==> config.mk <==
export PLATFORM = sky130hd
export DESIGN_NAME = weighted_ticket_draw_table_core
export DESIGN_NICKNAME = d
export VERILOG_FILES = /design/src/rtl/core/wtd_pkg.sv /design/src/rtl/core/wtd_ram.sv /design/src/rtl/core/wtd_mod_unit.sv /design/src/rtl/core/weighted_ticket_draw_table_core.sv
export VERILOG_INCLUDE_DIRS = /design/src /design/src/rtl/core
export SDC_FILE = /design/constraint.sdc
export NUM_CORES = 2
export LEC_CHECK = 0
export BUFFER_PORTS_ARGS = -buffer_cell sky130_fd_sc_hd__buf_4
export CORE_MARGIN = 4
export CORE_UTILIZATION = 55
export DETAILED_ROUTE_END_ITERATION = 6
export PLACE_DENSITY = 0.71
export SLEW_MARGIN = 0
export SYNTH_ARGS = -nofsm -noshare
export SYNTH_HDL_FRONTEND = slang
export SYNTH_HIERARCHICAL = 1
export SYNTH_SLANG_ARGS = --single-unit
==> constraint.sdc <==
create_clock -name clk -period 25.9 [get_ports clk]
set_clock_uncertainty 0.15 [all_clocks]
set_input_delay 1.295 -clock clk [delete_from_list [all_inputs] [get_ports clk]]
set_output_delay 1.295 -clock clk [all_outputs]
set_load 0.05 [all_outputs]
==> src/rtl/core/assert_macros.svh <==
// Assertion macros shared by the RTL of the weighted ticket draw table.
// No dependencies; the macros expand to nothing when SYNTH is defined.
`ifndef ASSERT_MACROS_SVH
`define ASSERT_MACROS_SVH

`ifndef SYNTH

// The consequent must hold in the same cycle as the antecedent.
`define ASSERT_SAME(label, clk, rst_n, ante, cons) \
  label: assert property (@(posedge clk) disable iff (!rst_n) (ante) |-> (cons)) \
    else $error("assertion failed");

// The consequent must hold in the cycle after the antecedent.
`define ASSERT_NEXT(label, clk, rst_n, ante, cons) \
  label: assert property (@(posedge clk) disable iff (!rst_n) (ante) |=> (cons)) \
    else $error("assertion failed");

`else

`define ASSERT_SAME(label, clk, rst_n, ante, cons)
`define ASSERT_NEXT(label, clk, rst_n, ante, cons)

`endif

`endif

==> src/rtl/core/wtd_pkg.sv <==
// Package of the weighted ticket draw table: request and result structs,
// operation and state codes, default sizes. No dependencies.
`default_nettype none

package wtd_pkg;

  localparam int MAX_TICKETS_DEF = 256;
  localparam int ID_BITS_DEF     = 8;

  localparam int OP_W   = 2;
  localparam int MID_W  = 8;
  localparam int CPY_W  = 9;
  localparam int RND_W  = 32;
  localparam int OCC_W  = 9;
  localparam int RMV_W  = 9;

  typedef enum logic [OP_W-1:0] {
    OP_CLEAR  = 2'd0,
    OP_ADD    = 2'd1,
    OP_REMOVE = 2'd2,
    OP_DRAW   = 2'd3
  } wtd_op_t;

  typedef enum logic [2:0] {
    ST_IDLE,
    ST_ADD,
    ST_SCAN,
    ST_DIV,
    ST_FETCH
  } wtd_state_t;

  typedef struct packed {
    wtd_op_t           op;
    logic [MID_W-1:0]  machine_id;
    logic [CPY_W-1:0]  copies;
    logic [RND_W-1:0]  random_value;
  } wtd_req_t;

  typedef struct packed {
    logic [MID_W-1:0]  drawn_id;
    logic              drawn_valid;
    logic [OCC_W-1:0]  occupancy;
    logic              overflow;
    logic [RMV_W-1:0]  removed_count;
  } wtd_res_t;

endpackage

`default_nettype wire

==> src/rtl/core/wtd_ram.sv <==
// Generic simple dual-port RAM: one write port, one read port with a
// registered read. No dependencies.
`default_nettype none

module wtd_ram #(
  parameter int WIDTH = 8,
  parameter int DEPTH = 256
) (
  input  wire logic                     clk,
  input  wire logic                     we,
  input  wire logic [$clog2(DEPTH)-1:0] waddr,
  input  wire logic [WIDTH-1:0]         wdata,
  input  wire logic                     re,
  input  wire logic [$clog2(DEPTH)-1:0] raddr,
  output logic      [WIDTH-1:0]         rdata
);

  logic [WIDTH-1:0] mem_r [DEPTH];

  always_ff @(posedge clk) begin
    if (we) begin
      mem_r[waddr] <= wdata;
    end
    if (re) begin
      rdata <= mem_r[raddr];
    end
  end

endmodule

`default_nettype wire

==> src/rtl/core/wtd_mod_unit.sv <==
// Restoring remainder unit: a 32-bit dividend modulo a table-count divisor,
// one quotient bit per cycle. Uses wtd_pkg for the dividend width.
`default_nettype none

module wtd_mod_unit
  import wtd_pkg::*;
#(
  parameter int CW = 9
) (
  input  wire logic             clk,
  input  wire logic             rst_n,
  input  wire logic             start,
  input  wire logic [RND_W-1:0] dividend,
  input  wire logic [CW-1:0]    divisor,
  output logic                  done,
  output logic      [CW-1:0]    remainder
);

  localparam int STEPS  = RND_W;
  localparam int STEP_W = $clog2(STEPS);

  logic              run_r, run_nxt;
  logic              done_r, done_nxt;
  logic [STEP_W-1:0] step_r, step_nxt;
  logic [RND_W-1:0]  dvd_r, dvd_nxt;
  logic [CW-1:0]     dvs_r, dvs_nxt;
  logic [CW-1:0]     rem_r, rem_nxt;
  logic [CW:0]       trial;

  assign trial = {rem_r, dvd_r[RND_W-1]};

  always_comb begin
    run_nxt  = run_r;
    done_nxt = 1'b0;
    step_nxt = step_r;
    dvd_nxt  = dvd_r;
    dvs_nxt  = dvs_r;
    rem_nxt  = rem_r;
    if (start) begin
      run_nxt  = 1'b1;
      step_nxt = '0;
      dvd_nxt  = dividend;
      dvs_nxt  = divisor;
      rem_nxt  = '0;
    end else if (run_r) begin
      dvd_nxt  = {dvd_r[RND_W-2:0], 1'b0};
      step_nxt = step_r + 1'b1;
      if (trial >= {1'b0, dvs_r}) begin
        rem_nxt = CW'(trial - {1'b0, dvs_r});
      end else begin
        rem_nxt = CW'(trial);
      end
      if (step_r == STEP_W'(STEPS - 1)) begin
        run_nxt  = 1'b0;
        done_nxt = 1'b1;
      end
    end
  end

  always_ff @(posedge clk) begin
    if (!rst_n) begin
      run_r  <= 1'b0;
      done_r <= 1'b0;
    end else begin
      run_r  <= run_nxt;
      done_r <= done_nxt;
    end
    step_r <= step_nxt;
    dvd_r  <= dvd_nxt;
    dvs_r  <= dvs_nxt;
    rem_r  <= rem_nxt;
  end

  assign done      = done_r;
  assign remainder = rem_r;

endmodule

`default_nettype wire

==> src/rtl/core/weighted_ticket_draw_table_core.sv <==
// Top level of the weighted ticket draw table: control sequencer around the
// ticket RAM (wtd_ram) and the remainder unit (wtd_mod_unit). Uses wtd_pkg.
`default_nettype none
`include "assert_macros.svh"

// The block keeps an ordered table of ticket identifiers in one RAM and takes
// one request at a time: a request is accepted on a rising edge with start
// high and busy low, and exactly one result follows, shown on out_res for a
// single cycle while out_valid is high. The receiver cannot stall, so the
// result must be captured in that cycle; busy drops in the same cycle the
// result appears, so the next request can be taken right away. A clear
// empties the table and answers straight from the idle state; an add makes
// one RAM write per ticket, stopping early when the table is full; a remove
// streams the whole table through the RAM read port, writes back each
// surviving entry once its read data arrives, and then closes out the scan;
// compaction happens in place through the write port; a draw on an empty
// table answers straight from the idle state, and otherwise runs the 32-step
// remainder unit followed by one RAM read. The RAM contents are not cleared
// at reset; only entries below the occupancy are ever read.
module weighted_ticket_draw_table_core
  import wtd_pkg::*;
#(
  parameter int MAX_TICKETS = MAX_TICKETS_DEF,
  parameter int ID_BITS     = ID_BITS_DEF
) (
  input  wire logic     clk,
  input  wire logic     rst_n,
  input  wire logic     start,
  output logic          busy,
  input  wire wtd_req_t in_req,
  output logic          out_valid,
  output wtd_res_t      out_res
);

  // AW addresses the table, CW can also hold the full occupancy.
  localparam int AW = $clog2(MAX_TICKETS);
  localparam int CW = $clog2(MAX_TICKETS + 1);

  wtd_state_t state_r, state_nxt;

  logic [CW-1:0]      cnt_r, cnt_nxt;        // tickets held
  logic [CPY_W-1:0]   copies_r, copies_nxt;  // copies still to add, or limit
  logic [ID_BITS-1:0] id_r, id_nxt;
  logic [CW-1:0]      k_r, k_nxt;            // scan read position
  logic [CW-1:0]      w_r, w_nxt;            // scan write position
  logic               pend_r, pend_nxt;      // read data due this cycle
  logic [RMV_W-1:0]   removed_r, removed_nxt;
  logic               out_valid_r, out_valid_nxt;
  wtd_res_t           out_res_r, out_res_nxt;

  logic               accept;
  logic               full;
  logic               add_done;
  logic               issue;
  logic               scan_done;
  logic               match;
  logic               fin;
  wtd_res_t           res_d;

  logic               ram_we;
  logic [AW-1:0]      ram_waddr;
  logic [ID_BITS-1:0] ram_wdata;
  logic               ram_re;
  logic [AW-1:0]      ram_raddr;
  logic [ID_BITS-1:0] ram_rdata;

  logic               div_start;
  logic               div_done;
  logic [CW-1:0]      div_rem;

  wtd_ram #(
    .WIDTH (ID_BITS),
    .DEPTH (MAX_TICKETS)
  ) u_ram (
    .clk   (clk),
    .we    (ram_we),
    .waddr (ram_waddr),
    .wdata (ram_wdata),
    .re    (ram_re),
    .raddr (ram_raddr),
    .rdata (ram_rdata)
  );

  wtd_mod_unit #(
    .CW (CW)
  ) u_mod (
    .clk       (clk),
    .rst_n     (rst_n),
    .start     (div_start),
    .dividend  (in_req.random_value),
    .divisor   (cnt_r),
    .done      (div_done),
    .remainder (div_rem)
  );

  assign busy   = (state_r != ST_IDLE);
  assign accept = start && !busy;
  assign full   = (cnt_r == CW'(MAX_TICKETS));

  // An add ends when all copies are written or the table has filled up.
  assign add_done = (copies_r == '0) || full;

  // During a remove scan one entry is read per cycle; the entry read in the
  // previous cycle is either dropped as a match or written back at w_r.
  // Since w_r never passes the read position, compaction in place is safe.
  assign issue     = (k_r != cnt_r);
  assign scan_done = !issue && !pend_r;
  assign match     = pend_r && (removed_r < copies_r) && (ram_rdata == id_r);

  // Next-state logic.
  always_comb begin
    state_nxt = state_r;
    case (state_r)
      ST_IDLE: begin
        if (accept) begin
          case (in_req.op)
            OP_CLEAR:  state_nxt = ST_IDLE;
            OP_ADD:    state_nxt = ST_ADD;
            OP_REMOVE: state_nxt = ST_SCAN;
            OP_DRAW:   state_nxt = (cnt_r == '0) ? ST_IDLE : ST_DIV;
            default:   state_nxt = ST_IDLE;
          endcase
        end
      end
      ST_ADD: begin
        if (add_done) begin
          state_nxt = ST_IDLE;
        end
      end
      ST_SCAN: begin
        if (scan_done) begin
          state_nxt = ST_IDLE;
        end
      end
      ST_DIV: begin
        if (div_done) begin
          state_nxt = ST_FETCH;
        end
      end
      ST_FETCH: state_nxt = ST_IDLE;
      default:  state_nxt = ST_IDLE;
    endcase
  end

  // Datapath and output logic.
  always_comb begin
    cnt_nxt     = cnt_r;
    copies_nxt  = copies_r;
    id_nxt      = id_r;
    k_nxt       = k_r;
    w_nxt       = w_r;
    pend_nxt    = pend_r;
    removed_nxt = removed_r;
    ram_we      = 1'b0;
    ram_waddr   = '0;
    ram_wdata   = '0;
    ram_re      = 1'b0;
    ram_raddr   = '0;
    div_start   = 1'b0;
    fin         = 1'b0;
    res_d       = '0;
    case (state_r)
      ST_IDLE: begin
        if (accept) begin
          case (in_req.op)
            OP_CLEAR: begin
              cnt_nxt = '0;
              fin     = 1'b1;
            end
            OP_ADD: begin
              copies_nxt = in_req.copies;
              id_nxt     = ID_BITS'(in_req.machine_id);
            end
            OP_REMOVE: begin
              copies_nxt  = in_req.copies;
              id_nxt      = ID_BITS'(in_req.machine_id);
              k_nxt       = '0;
              w_nxt       = '0;
              pend_nxt    = 1'b0;
              removed_nxt = '0;
            end
            OP_DRAW: begin
              if (cnt_r == '0) begin
                fin = 1'b1;
              end else begin
                div_start = 1'b1;
              end
            end
            default: begin
              fin = 1'b1;
            end
          endcase
        end
      end
      ST_ADD: begin
        if (add_done) begin
          fin            = 1'b1;
          res_d.overflow = (copies_r != '0);
          res_d.occupancy = OCC_W'(cnt_r);
        end else begin
          ram_we     = 1'b1;
          ram_waddr  = cnt_r[AW-1:0];
          ram_wdata  = id_r;
          cnt_nxt    = cnt_r + 1'b1;
          copies_nxt = copies_r - 1'b1;
        end
      end
      ST_SCAN: begin
        ram_re    = issue;
        ram_raddr = k_r[AW-1:0];
        pend_nxt  = issue;
        if (issue) begin
          k_nxt = k_r + 1'b1;
        end
        if (pend_r) begin
          if (match) begin
            removed_nxt = removed_r + 1'b1;
          end else begin
            ram_we    = 1'b1;
            ram_waddr = w_r[AW-1:0];
            ram_wdata = ram_rdata;
            w_nxt     = w_r + 1'b1;
          end
        end
        if (scan_done) begin
          cnt_nxt             = w_r;
          fin                 = 1'b1;
          res_d.occupancy     = OCC_W'(w_r);
          res_d.removed_count = removed_r;
        end
      end
      ST_DIV: begin
        if (div_done) begin
          ram_re    = 1'b1;
          ram_raddr = div_rem[AW-1:0];
        end
      end
      ST_FETCH: begin
        fin               = 1'b1;
        res_d.drawn_id    = MID_W'(ram_rdata);
        res_d.drawn_valid = 1'b1;
        res_d.occupancy   = OCC_W'(cnt_r);
      end
      default: begin
        fin = 1'b0;
      end
    endcase
    // A clear reports an empty table; everything else reports cnt_nxt.
    if (fin && (state_r == ST_IDLE)) begin
      res_d.occupancy = OCC_W'(cnt_nxt);
    end
    out_valid_nxt = fin;
    out_res_nxt   = fin ? res_d : out_res_r;
  end

  always_ff @(posedge clk) begin
    if (!rst_n) begin
      state_r     <= ST_IDLE;
      cnt_r       <= '0;
      out_valid_r <= 1'b0;
    end else begin
      state_r     <= state_nxt;
      cnt_r       <= cnt_nxt;
      out_valid_r <= out_valid_nxt;
    end
    copies_r  <= copies_nxt;
    id_r      <= id_nxt;
    k_r       <= k_nxt;
    w_r       <= w_nxt;
    pend_r    <= pend_nxt;
    removed_r <= removed_nxt;
    out_res_r <= out_res_nxt;
  end

  assign out_valid = out_valid_r;
  assign out_res   = out_res_r;

  // The table never holds more tickets than it has entries.
  `ASSERT_SAME(a_cnt_bound, clk, rst_n, 1'b1, cnt_r <= CW'(MAX_TICKETS))
  // A RAM fetch for a draw only happens on a nonempty table.
  `ASSERT_SAME(a_fetch_nonempty, clk, rst_n, state_r == ST_FETCH, cnt_r != '0)
  // The remainder unit only finishes while the sequencer waits for it.
  `ASSERT_SAME(a_div_owner, clk, rst_n, div_done, state_r == ST_DIV)
  // A remove never drops more tickets than were requested.
  `ASSERT_SAME(a_removed_limit, clk, rst_n, state_r == ST_SCAN, removed_r <= copies_r)
  // The write pointer of a scan never overtakes the read pointer.
  `ASSERT_NEXT(a_scan_order, clk, rst_n, state_r == ST_SCAN && state_nxt == ST_SCAN,
               w_r <= k_r)

endmodule

`default_nettype wire

==> impl_metrics.toml <==
[setup_path]
startpoint_type = "flip-flop"
worstSetupPathType = "reg2reg"
worstPathRequired_ns = 26.29
worstPathMaxFanout = 99
endpoint_kind = "flip-flop"
critPathArrivalTime_ns = 7.90

[routing]
totalWireLength_um = 210000
drtAntennaViolNets = 0
vias = 44980
drtIter0Drc = 5876
viasPerCell = 6.61
drtPass1Iterations = 6
drcViolationCount = 0
wl_per_cell_um = 30.8

[synthesis]
ys_seq_area_share_pct = 75.0
ys_async_sr_fraction_pct = 0
ys.flop_type = "edfxtp_1"
synth_most_common_cell = "edfxtp_1"
syn_area_per_cell_um2 = 19.7
yosysTopAreaCell = "edfxtp_1"
synth_area_um2 = 87600
synth_top_area_share_pct = 74.4
synth_edf_count = 2170
syn_nets = 4537
yosys-top-cells-area = "edfxtp_1 74%, mux4_2 12%, mux2i_1 1.6%"
ys_ff_latch = 2199
synth_cell_types = 92
yosysWarnings = 6
synth_common_cells = "2170 x edfxtp_1, 454 x mux4_2, 342 x nor2_1"
syn_inst = 4451

[final_layout]
final_cell_count_no_fill = 6809
area_delta_synth_final_pct = 10.9
drive_gt1_share_pct = 21.7
post-route-util_pct = 61.4
final_nets = 4646
n_fill_cell = 10788

[placed_design]
post-dp-hpwl_um = 127000
dp_slack_ns = 18.43
dp.cells = 6418
globalplace.congestion = 0.847
port_buffers = 83

[clocking]
holdBufCountCts = 0
cts_tree = "yes"
cts_sinks = 2199
cts_max_path_buffers = 3
cts_buffers = 212
clk_pin_slew_worst_paths_ns = 0.06
clock_latency_ns = 0.85
cts-resized-gates = 0
cts_max_level = 4
post-cts-setup-buffer-count = 0
cts-root-buf = "clkbuf_16"

[sta]
worst_slew_pin_slew_ns = 1.54
max_freq_ghz = 0.133
hold_slack_ns = 0.350
slew_headroom_pct = -2.91
timing_hold_violations_final = 0
tns_ns = 0
drv_slew = 57
fin_crit_sh_pct = 29.0
setup_viol = 0
setup_ws_ns = 18.39
rsz0062_at_grt = "no"
fin_crit_ns = 7.51

[pwr]
cellLeakagePower_nw = 30.2
p_per_area_nw_per_um2 = 76.1
ir_drop_mv = 0.0753

[floorplanning]
coreArea_um2 = 158000
start_util_pct = 55.3
die_x_um = 407
die_area_um2 = 166000
ios = 84
die_h_um = 407
rows = 146

[grt]
grt.busiest_layer = "met2"
antenna_found_initial = 3
grt_start_max_net_pins = 257
use_met2_pct = 38.5
overflow = 0
grt_pass1_vias = 44092
grt_util_met1_pct = 37.1
grt_use_total_pct = 25.4
use_met3_pct = 5.48
grt_pass1_wl_um = 310000

[job]
maxCapViolations = 0

[outcome]
status = "finished, violations left"
violations = "slew limit"

[min_path]
hold_class = "reg2reg"
[state kept, by name, summed over array words and instances (netlist names), 3 cells and up]
signal and cells:
copies_r 9, removed_r 9, u_mod/remainder 9, w_r 9, out_res 28, cnt_r 9
u_mod/dvd_r 32, id_r 8, u_mod/step_r 5, u_ram/rdata 8, state_r 3, k_r 9
u_ram/mem_r 2048, u_mod/dvs_r 9
[metal layers]
layer  wire [µm]  up-vias
li1            -    18583
met2       97500     2574
met5           0        -
met1       82000    23440
met3       22700      383
met4        7480        0
[layout by cell type, fill, tap and decap left out, types with 32 or more instances in the layout]
cell type | synthesis | routed
a21oi_1 | 115 | 115
a22oi_1 | 134 | 134
and2_1 | 33 | 33
buf_4 | 30 | 166
clkbuf_1 | 131 | 41
clkbuf_16 | 0 | 216
clkinv_1 | 1 | 47
clkinv_2 | 0 | 38
edfxtp_1 | 2170 | 2170
inv_1 | 32 | 32
mux2_2 | 32 | 32
mux2i_1 | 143 | 143
mux4_2 | 454 | 454
nand2_1 | 70 | 69
nand3_1 | 72 | 72
nor2_1 | 342 | 339
nor2b_1 | 36 | 32
o221ai_1 | 46 | 46
[stage by stage]
stage,total power [W],area (µm²)
after floorplan,0.00427,87600
after global placement,0.00436,90100
after detailed placement,0.00437,90200
after CTS,0.00744,97200
after global routing,0.00763,97200
final,0.00740,97200
[critical path: stages, from the launching register on]
cell	delay, ns
dfxtp_1	0.62
nand2_1	0.14
nor3_1	0.91
a22o_4	0.71
buf_4	0.72
buf_12	0.60
buf_12	0.66
mux4_2	0.59
nor2b_1	0.14
a211oi_1	0.46
nor2_1	0.20
nor4_1	0.84
nor4_1	0.17
[final cells by class]
cell class / count / area (µm²) / area share (%)
Multi-Input combinational cell: 1942 / 20300 / 20.9
Clock inverter: 133 / 1470 / 1.52
Antenna cell: 1 / 2.50 / 0.00257
Sequential cell: 2199 / 65700 / 67.6
Tap cell: 2072 / 2590 / 2.67
Inverter: 33 / 124 / 0.127
Clock buffer: 257 / 5560 / 5.72
Timing Repair Buffer: 172 / 1370 / 1.41
[final timing paths]
| kind | startpoint | end | slack (ns) | depth (start not counted) |
|---|---|---|---|---|
| hold reg to reg | u_mod/done$_SDFF_PP0_ | state_r[2]$_SDFFE_PN0P_ | 0.35 | 2 |
| setup / recovery | state_r[1]$_SDFFE_PN0P_ | u_ram/rdata[1]$_DFFE_PP_ | 18.39 | 12 |
| hold / removal | u_mod/done$_SDFF_PP0_ | state_r[2]$_SDFFE_PN0P_ | 0.35 | 2 |
| setup reg to reg | state_r[1]$_SDFFE_PN0P_ | u_ram/rdata[1]$_DFFE_PP_ | 18.39 | 12 |
[cells by family (layout without fill, tap and decap cells)]
group,count (synthesis),count (layout),synth area share (%)
flops,2199,2199,75.0
xor+xnor,54,54,0.540
mux,631,631,13.8
other cells,0,1,0
simple gates,703,703,3.88
compound gates,522,522,4.26
buf+inv,310,595,2.04
fa+ha+maj,32,32,0.466
[report_power, final]
part	leakage (nW)	switching [W]	internal [W]	total, W
clock	3.43	0.00130	0.00180	0.00311
sequential	20.6	0.0000263	0.00393	0.00395
combinational	6.15	0.000219	0.000122	0.000340
total	30.2	0.00155	0.00585	0.00740
Power figures use the tool's default switching activity.
